## config.mk

```make
export PLATFORM = sky130hd
export DESIGN_NAME = button_short_long_press_debounce_top
export DESIGN_NICKNAME = d
export VERILOG_FILES = /design/src/rtl/core/bslp_pkg.sv /design/src/rtl/core/bslp_ram.sv /design/src/rtl/core/bslp_update.sv /design/src/rtl/core/button_short_long_press_debounce_top.sv
export VERILOG_INCLUDE_DIRS = /design/src /design/src/rtl/core
export SDC_FILE = /design/constraint.sdc
export NUM_CORES = 1
export LEC_CHECK = 0
export ABC_AREA = 1
export BUFFER_PORTS_ARGS = -buffer_cell sky130_fd_sc_hd__clkbuf_2
export CAP_MARGIN = 5
export CELL_PAD_IN_SITES_DETAIL_PLACEMENT = 1
export CELL_PAD_IN_SITES_GLOBAL_PLACEMENT = 1
export CORE_MARGIN = 2
export CORE_UTILIZATION = 37
export CTS_CLUSTER_DIAMETER = 80
export DETAILED_ROUTE_END_ITERATION = 10
export PLACE_DENSITY = 0.68
export SYNTH_ARGS = -nofsm -noshare
export SYNTH_HDL_FRONTEND = slang
export SYNTH_SLANG_ARGS = --single-unit
```

## constraint.sdc

```tcl
create_clock -name clk -period 5.4 [get_ports clk]
set_input_delay 0.81 -clock clk [delete_from_list [all_inputs] [get_ports clk]]
set_output_delay 0.81 -clock clk [all_outputs]
set_load 0.1 [all_outputs]
```

## src/rtl/core/button_short_long_press_debounce_top_defines.svh

```systemverilog
// Assertion macros shared by the button press classifier RTL.
`ifndef BUTTON_SHORT_LONG_PRESS_DEBOUNCE_TOP_DEFINES_SVH
`define BUTTON_SHORT_LONG_PRESS_DEBOUNCE_TOP_DEFINES_SVH

`ifndef SYNTHESIS

// Same-cycle implication, checked on every rising clock edge out of reset.
`define BSLP_ASSERT_IMP(label, clk, rst_n, ante, cons) \
    label: assert property (@(posedge clk) disable iff (!rst_n) (ante) |-> (cons)) \
        else $error("assertion failed");

// Next-cycle implication, checked on every rising clock edge out of reset.
`define BSLP_ASSERT_NXT(label, clk, rst_n, ante, cons) \
    label: assert property (@(posedge clk) disable iff (!rst_n) (ante) |=> (cons)) \
        else $error("assertion failed");

`else

`define BSLP_ASSERT_IMP(label, clk, rst_n, ante, cons)
`define BSLP_ASSERT_NXT(label, clk, rst_n, ante, cons)

`endif

`endif

```

## src/rtl/core/bslp_pkg.sv

```systemverilog
package bslp_pkg;

    typedef enum logic
    {
        OP_SAMPLE = 1'b0,
        OP_TAKE   = 1'b1
    } opcode_t;

    typedef enum logic [1:0]
    {
        EV_NONE  = 2'd0,
        EV_SHORT = 2'd1,
        EV_LONG  = 2'd2
    } event_t;

    // Configuration register indexes
    localparam logic CFG_DEBOUNCE   = 1'b0;
    localparam logic CFG_LONG_PRESS = 1'b1;

    localparam logic [15:0] DEBOUNCE_RST   = 16'd50;
    localparam logic [15:0] LONG_PRESS_RST = 16'd1500;

    // One button's state word; level doubles as the previous sampled level.
    typedef struct packed
    {
        logic        level;
        logic [31:0] press_stamp;
        logic [31:0] release_stamp;
        logic        long_reported;
        event_t      pending;
    } entry_t;

    localparam int ENTRY_W = $bits(entry_t);

endpackage

```

## src/rtl/core/bslp_ram.sv

```systemverilog
module bslp_ram #(
    parameter int WIDTH = 8,
    parameter int DEPTH = 4
) (
    input  logic                                          clk,
    input  logic                                          we,
    input  logic [((DEPTH > 1) ? $clog2(DEPTH) : 1)-1:0] waddr,
    input  logic [WIDTH-1:0]                              wdata,
    input  logic                                          re,
    input  logic [((DEPTH > 1) ? $clog2(DEPTH) : 1)-1:0] raddr,
    output logic [WIDTH-1:0]                              rdata
);

    logic [WIDTH-1:0] mem [DEPTH];

    always_ff @(posedge clk)
    begin
        if (we)
        begin
            mem[waddr] <= wdata;
        end
        if (re)
        begin
            rdata <= mem[raddr];
        end
    end

endmodule

```

## src/rtl/core/bslp_update.sv

```systemverilog
module bslp_update (
    input  bslp_pkg::entry_t  cur,
    input  bslp_pkg::opcode_t op,
    input  logic              pressed,
    input  logic [31:0]       now_ms,
    input  logic [15:0]       deb_limit,
    input  logic [15:0]       long_limit,
    output bslp_pkg::entry_t  nxt,
    output bslp_pkg::event_t  press_event,
    output logic              held
);

    import bslp_pkg::*;

    logic [31:0] since_release;
    logic [31:0] since_press;
    logic        rel_ok;
    logic        hold_ok;
    logic        hold_long;

    assign since_release = now_ms - cur.release_stamp;
    assign since_press   = now_ms - cur.press_stamp;
    assign rel_ok        = since_release >= {16'd0, deb_limit};
    assign hold_ok       = since_press >= {16'd0, deb_limit};
    assign hold_long     = since_press >= {16'd0, long_limit};

    always_comb
    begin
        nxt         = cur;
        press_event = cur.pending;
        held        = cur.level;
        if (op == OP_SAMPLE)
        begin
            nxt.level = pressed;
            if (pressed && !cur.level)
            begin
                // Start a new hold unless the press bounced off the release
                if (rel_ok)
                begin
                    nxt.press_stamp   = now_ms;
                    nxt.long_reported = 1'b0;
                end
            end
            else if (!pressed && cur.level)
            begin
                if (hold_ok)
                begin
                    nxt.release_stamp = now_ms;
                    if (!hold_long && !cur.long_reported)
                    begin
                        nxt.pending = EV_SHORT;
                    end
                end
            end
            else if (pressed && cur.level)
            begin
                if (!cur.long_reported && hold_long)
                begin
                    nxt.pending       = EV_LONG;
                    nxt.long_reported = 1'b1;
                end
            end
            press_event = nxt.pending;
            held        = pressed;
        end
        else
        begin
            // Take the pending event and clear it
            nxt.pending = EV_NONE;
        end
    end

endmodule

```

## src/rtl/core/button_short_long_press_debounce_top.sv

```systemverilog
// Channel  | Handshake               | Payload
// ---------+-------------------------+-----------------------------------------
// input    | in_valid / in_ready     | opcode, button_index, pressed, now_ms
// result   | out_valid / out_ready   | press_event, held
// config   | cfg_we (no wait)        | cfg_index, cfg_wdata
//
// One item per cycle sustained while out_ready holds; each result reaches
// the output register via the update stage (the transfer edge launches
// the state RAM read, the update runs while the item sits in that stage).
// The registered read of the per-button state RAM sets the latency; the
// last write is forwarded so back-to-back items on the same button see
// fresh state.
// Reset clears the per-entry valid bits at once: an unwritten entry reads
// as all zero, so no clearing pass is needed.
// A stalled result holds the update stage; input is taken while the output
// register drains in the same cycle.

`include "button_short_long_press_debounce_top_defines.svh"

module button_short_long_press_debounce_top #(
    parameter int NUM_BUTTONS = 2
) (
    input  logic              clk,
    input  logic              rst_n,
    input  logic              in_valid,
    output logic              in_ready,
    input  logic              opcode,
    input  logic              button_index,
    input  logic              pressed,
    input  logic [31:0]       now_ms,
    output logic              out_valid,
    input  logic              out_ready,
    output logic [1:0]        press_event,
    output logic              held,
    input  logic              cfg_we,
    input  logic              cfg_index,
    input  logic [15:0]       cfg_wdata
);

    import bslp_pkg::*;

    localparam int AW = (NUM_BUTTONS > 1) ? $clog2(NUM_BUTTONS) : 1;

    // Configuration registers
    logic [15:0] debounce_reg;
    logic [15:0] long_press_reg;

    // Update stage
    logic          s1_valid_reg;
    opcode_t       s1_op_reg;
    logic          s1_pressed_reg;
    logic [31:0]   s1_now_reg;
    logic [AW-1:0] s1_addr_reg;
    logic          s1_inrange_reg;

    // Forwarding of the most recent RAM write
    logic          wb_valid_reg;
    logic [AW-1:0] wb_addr_reg;
    entry_t        wb_data_reg;

    logic [NUM_BUTTONS-1:0] entry_valid_reg;

    // Output register
    logic        out_valid_reg;
    event_t      ev_out_reg;
    logic        held_out_reg;

    logic               in_xfer;
    logic               s1_go;
    logic [AW-1:0]      in_addr;
    logic               in_range;
    logic [ENTRY_W-1:0] ram_rdata;
    logic               ram_we;
    logic               entry_known;
    entry_t             cur_entry;
    entry_t             nxt_entry;
    event_t             upd_event;
    logic               upd_held;

    assign in_addr  = AW'(button_index);
    assign in_range = (int'(button_index) < NUM_BUTTONS);

    // Advance the update stage when the output register is empty or drains
    assign s1_go    = s1_valid_reg && (!out_valid_reg || out_ready);
    assign in_ready = !s1_valid_reg || s1_go;
    assign in_xfer  = in_valid && in_ready;
    assign ram_we   = s1_go && s1_inrange_reg;

    always_ff @(posedge clk or negedge rst_n)
    begin
        if (!rst_n)
        begin
            debounce_reg   <= DEBOUNCE_RST;
            long_press_reg <= LONG_PRESS_RST;
        end
        else if (cfg_we)
        begin
            if (cfg_index == CFG_DEBOUNCE)
            begin
                debounce_reg <= cfg_wdata;
            end
            else
            begin
                long_press_reg <= cfg_wdata;
            end
        end
    end

    bslp_ram #(
        .WIDTH (ENTRY_W),
        .DEPTH (NUM_BUTTONS)
    ) u_state_ram (
        .clk   (clk),
        .we    (ram_we),
        .waddr (s1_addr_reg),
        .wdata (nxt_entry),
        .re    (in_xfer),
        .raddr (in_addr),
        .rdata (ram_rdata)
    );

    // Pick the freshest copy: last write, then RAM, then reset value
    always_comb
    begin
        entry_known = 1'b0;
        if (s1_inrange_reg)
        begin
            entry_known = entry_valid_reg[s1_addr_reg];
        end
        if (wb_valid_reg && (wb_addr_reg == s1_addr_reg))
        begin
            cur_entry = wb_data_reg;
        end
        else if (entry_known)
        begin
            cur_entry = entry_t'(ram_rdata);
        end
        else
        begin
            cur_entry = '0;
        end
    end

    bslp_update u_update (
        .cur         (cur_entry),
        .op          (s1_op_reg),
        .pressed     (s1_pressed_reg),
        .now_ms      (s1_now_reg),
        .deb_limit   (debounce_reg),
        .long_limit  (long_press_reg),
        .nxt         (nxt_entry),
        .press_event (upd_event),
        .held        (upd_held)
    );

    // Control state
    always_ff @(posedge clk or negedge rst_n)
    begin
        if (!rst_n)
        begin
            s1_valid_reg    <= 1'b0;
            out_valid_reg   <= 1'b0;
            wb_valid_reg    <= 1'b0;
            entry_valid_reg <= '0;
        end
        else
        begin
            if (in_xfer)
            begin
                s1_valid_reg <= 1'b1;
            end
            else if (s1_go)
            begin
                s1_valid_reg <= 1'b0;
            end
            if (s1_go)
            begin
                out_valid_reg <= 1'b1;
            end
            else if (out_ready)
            begin
                out_valid_reg <= 1'b0;
            end
            if (ram_we)
            begin
                wb_valid_reg                 <= 1'b1;
                entry_valid_reg[s1_addr_reg] <= 1'b1;
            end
        end
    end

    // Payload
    always_ff @(posedge clk)
    begin
        if (in_xfer)
        begin
            s1_op_reg      <= opcode_t'(opcode);
            s1_pressed_reg <= pressed;
            s1_now_reg     <= now_ms;
            s1_addr_reg    <= in_addr;
            s1_inrange_reg <= in_range;
        end
        if (ram_we)
        begin
            wb_addr_reg <= s1_addr_reg;
            wb_data_reg <= nxt_entry;
        end
        if (s1_go)
        begin
            // Drop the update for a button that does not exist
            ev_out_reg   <= s1_inrange_reg ? upd_event : EV_NONE;
            held_out_reg <= s1_inrange_reg && upd_held;
        end
    end

    assign out_valid   = out_valid_reg;
    assign press_event = ev_out_reg;
    assign held        = held_out_reg;

    `BSLP_ASSERT_IMP(a_no_bad_event, clk, rst_n, ram_we, nxt_entry.pending != 2'd3)
    `BSLP_ASSERT_IMP(a_take_clears, clk, rst_n, ram_we && (s1_op_reg == OP_TAKE),
        nxt_entry.pending == EV_NONE)
    `BSLP_ASSERT_NXT(a_fwd_tracks_write, clk, rst_n, ram_we,
        wb_valid_reg && (wb_addr_reg == $past(s1_addr_reg)))
    `BSLP_ASSERT_NXT(a_xfer_fills_stage, clk, rst_n, in_xfer, s1_valid_reg)
    `BSLP_ASSERT_NXT(a_advance_fills_out, clk, rst_n, s1_go, out_valid_reg)

endmodule
```

-- After elaboration in Yosys (flattened, before gate mapping)
Memories as Yosys holds them, arrays and structs flattened. A register that Yosys moved wholly into a read port is not among the register bits.
Index checks and enable logic that the tools add are counted.
- $add $sub $neg: 2
- magnitude comparators: 5
- equality and inequality tests: 1
- multiplexer cells: 30
- bitwise logic cells: 2
- reductions and logical operators: 21
- operator list (cell ; number):
    $mux 32 ; 5
    $mux 68 ; 2
    $ge 32x16->1 ; 3
    $mux 66 ; 1
    $sub 32x32->32 ; 2
    $mux 1 ; 13
    $mux 2 ; 6
    $logic_and 1x1->1 ; 9
    $logic_not 1->1 ; 6
    $mux 3 ; 2
    $reduce_and 2->1 ; 2
    $reduce_bool 2->1 ; 2
    $logic_or 1x1->1 ; 2
    $lt 1x2->1 const B ; 1
    $or 2x2->2 ; 1
    $demux 1 s1 ; 1
    $eq 1x1->1 ; 1
    $ge 1x1->1 const B ; 1
    $not 1->1 ; 1
- flip-flop bits (word level): 144
- RAM bits: 136
- memories: 1
- memory list (memory ; depth ; bits a word ; read ports ; clocked after Yosys merged registers in ; write ports ; line ; RTL):
    u_state_ram.mem ; 2 ; 68 ; 1 ; 1 ; 1 ; bslp_ram.sv:14 ; logic [WIDTH-1:0] mem [DEPTH];

-- Longest topological paths before layout
- depth after elaboration: 13
- gate-level depth with buffers: 37
- depth with buffers taken out: 33

-- By module
Synthesis repeated with hierarchy kept, for this count alone.
- cells, all modules: 2429
- area, all modules: 20329.5 µm²
- modules (own cells, without submodules) (module ; instances ; cells each ; area an instance (µm²) ; seq. area each (µm²)):
    bslp_update ; 1 ; 1370 ; 7046.8 ; 0.0
    bslp_ram ; 1 ; 428 ; 7015.5 ; 6125.9
    button_short_long_press_debounce_top ; 1 ; 631 ; 6267.3 ; 4151.5

-- Worst setup path before layout
OpenSTA, ideal clock, no wires.
- path kind: reg2reg
- start point: register s1_addr_reg
- end point: memory u_state_ram.mem[0][46] (netlist bit), data pin
- library setup time: 0.261 ns
- arrival time: 4.604 ns
- setup slack: 0.535 ns
- stages on the path, launching flop included: 30
- clock period less this slack: 4.865 ns
- path through: edfxtp_1 nand2_1 nand3_4 buf_6 inv_1 clkbuf_1 clkbuf_1 nor2_1 a21oi_1 ha_1 a21oi_1 o21ai_0 a211o_1 a21oi_1 o21ai_0 xor2_1 ha_1 nand2_1 nor2_1 nor2_1 o221ai_1 nor2_1 nand3_1 nor2_1 nand3_1 nor3_1 nand3_1 clkbuf_1 nand3_1 nand2_1
- RTL lines (what ; line ; RTL):
    start, declared ; button_short_long_press_debounce_top.sv:53 ; logic [AW-1:0] s1_addr_reg;
    start signal, assigned ; button_short_long_press_debounce_top.sv:200 ; s1_addr_reg <= in_addr;
    end, declared ; bslp_ram.sv:14 ;

==> metrics <==
status=finished, final reports clean; Die Area=0.0535 mm²; Clock Sinks=347; vias in the first global route=15451; Main synth FF type=edfxtp_1; most frequent cells after synthesis=nand2_1 (516), edfxtp_1 (310), inv_1 (221), nand3_1 (128), nor2_1 (123); final hold vios=0; final setup TNS=0 ns; CP delay by family, top=simple AND/OR/NAND/NOR gates; Async SR Flop Fraction=10.7%; Startpoint Class=flop; met3 wire length=2870 µm; cts bufs inserted=42; Synth top area share=48.7%; largest net degree at the start of global routing=61; skew final=0.0238 ns; Setup violations, final=0; Area contributors post-synth=edfxtp_1 (49%), nand2_1 (10%), ha_1 (6.5%); minimum clock period=5.09 ns; wire per inst=21.0 µm; Die Y=231 µm; width of the die=231 µm; Mapped Area=0.0191 mm²; static leakage=9.53 nW; count leader, synth=nand2_1; CP max stage delay=0.45 ns; CP Launch Point=s1_addr_reg; initial DRC count=954; total congestion overflow=0; core area=0.0512 mm²; Mapped Cells=1982; Clk pwr share=30.5%; H-Tree Depth=2; global placer's final weighted congestion=0.945; Clock transition at path regs=0.06 ns; max FFs per register=136; layout cells sized above 1=18.4%; Avg Synthesized Cell Area=9.64 µm²; Final Cycle Share=94.2%; wl on met1=26700 µm; Reg power frac=37.7%; Highest Clock Rate=196 MHz; worst reg2reg path depth=25; routed vias=14656; Slew HR=33.1%; Worst Hold Class=primary input to async pin; remaining antenna violation count=0; Total GRT Usage=22.3%; I/O Buffers=61; io pins=62; # Max-Cap Violations=0; worst reg2reg path startpoint=s1_addr_reg; Slew @ Worst Pin=1.00 ns; Syn-to-layout area delta=15.0%; pwr dens=428 mW/mm²; VDD IR max=287 µV; Detailed Route WL=59000 µm; worst path bufs/invs=7; DRT Pass-1 Iters=5; n_diodes=0; R2R setup slack=0.31 ns; Root Buffer=clkbuf_16; Crit path top cell by count=nand2_1; met2 routed WL=27800 µm; syn_nets=2140; # nets final=2253; Max Slew Vio Count=0; initial antenna violation count=2; CTS tree=built; Synth area leader=edfxtp_1; register area share after synthesis=53.6%; routed vias/inst=5.22; initial core utilization=37.3%; Row Count=83; Req. time, crit path=5.70 ns; Synth Register Bits=347; CP Capture Type=flop; Clock Latency Late Sink=0.58 ns; switch share=34.7%; number of synthesized flops with an enable pin=310; YS warnings=0; Psw=3.26 mW; Arrival @ worst endpoint=5.39 ns; drc violations=0; worst reg2reg endpoint=wb_data_reg[63]; post-DP HPWL=43000 µm; clk buf depth=3; power share of the combinational group=31.7%; RSZ-0062 raised after global routing=no; Distinct cells, synth=52; global-route wire length before repair=90400 µm; Internal Power=6.14 mW; Crit-path slowest cell=edfxtp_1; total chip power=9.40 mW; worst-path maximum fanout=18; top layer in use=met5; critical path type=flop to flop
[metrics by stage]
step,util [%],worst slack [ns],cells,hold slack (ns),area [µm²]
3_3_place_gp,40.0,0.347,2729,0.463,20500
6_report,42.9,0.311,2808,0.379,22000
5_1_grt,42.9,0.000357,2808,0.383,22000
4_1_cts,42.8,0.0643,2806,0.375,21900
3_5_place_dp,40.0,0.103,2729,0.474,20500
2_1_floorplan,-,0.535,1982,0.428,19100
[routing by layer]
| metal | up-vias | global-route usage, % |
|---|---|---|
| met5 | - | 0 |
| met4 | 4 | 5.77 |
| met3 | 100 | 3.99 |
| met2 | 312 | 37.3 |
| met1 | 7281 | 29.7 |
| li1 | 6959 | - |
[repair_timing]
action | 4_1_cts | 5_1_grt
buffers inserted | 0 | 2
hold buffers | 0 | 0
endpoints found under the setup margin | 0 | 189
hold endpoints to repair | 0 | 0
gates resized for setup | 0 | 22
[power groups by stage]
stage	registers, mW	clock network [mW]	logic [mW]
6_report	3.55	2.87	2.98
3_3_place_gp	3.58	0	2.85
3_5_place_dp	3.60	0	2.95
2_1_floorplan	3.59	0	1.90
5_1_grt	3.58	3.04	3.33
4_1_cts	3.55	2.94	2.97
[how the worst max path moves through the flow]
stage               cells past startpoint                     end  slack, ns
detailed placement                     29  u_state_ram.mem[0][45]       0.10
floorplan                              29  u_state_ram.mem[0][46]       0.53
global route                           26  u_state_ram.mem[0][45]     0.0004
CTS                                    28         wb_data_reg[45]       0.06
finish                                 25         wb_data_reg[63]       0.31
global placement                       30  u_state_ram.mem[0][17]       0.35
[layout make-up]
type	count	area (µm²)
well taps	680	851
flip-flops and latches	347	10200
repair buffers	122	820
multi-input cells	1346	7750
clock buffers	54	1200
inverters	236	900
clock inverters	23	198
fillers	5800	29200
[logic make-up after synthesis]
| family | synth area share, % |
|---|---|
| and+or+nand+nor | 19.8 |
| DFF | 53.6 |
| muxes | 4.01 |
| buffers and inverters | 6.12 |
| AOI/OAI and AO/OA | 8.01 |
| xor gates and xnor gates | 1.83 |
| adders and majority gates | 6.65 |
[cells in the final DEF (no fill, tap or decap), types with 7 or more instances in the layout]
master,Yosys,layout
clkbuf_1,30,7
nand2_2,38,39
xnor2_1,9,9
nor3_1,18,18
a21oi_1,106,100
inv_1,221,217
clkbuf_2,0,60
a211oi_1,7,7
a21oi_2,1,7
clkbuf_16,0,47
nand4_1,26,26
ha_1,100,98
nor2_2,9,11
nand2_1,516,515
xor2_1,31,31
buf_4,5,57
o21ai_2,31,32
nand3_1,128,128
dfrtp_1,27,27
o21ai_0,78,73
o21bai_1,7,7
mux2_2,68,68
inv_2,14,14
edfxtp_1,310,310
dfstp_2,10,10
nor2_1,123,119
clkinv_2,0,12
Power figures use the tool's default switching activity.
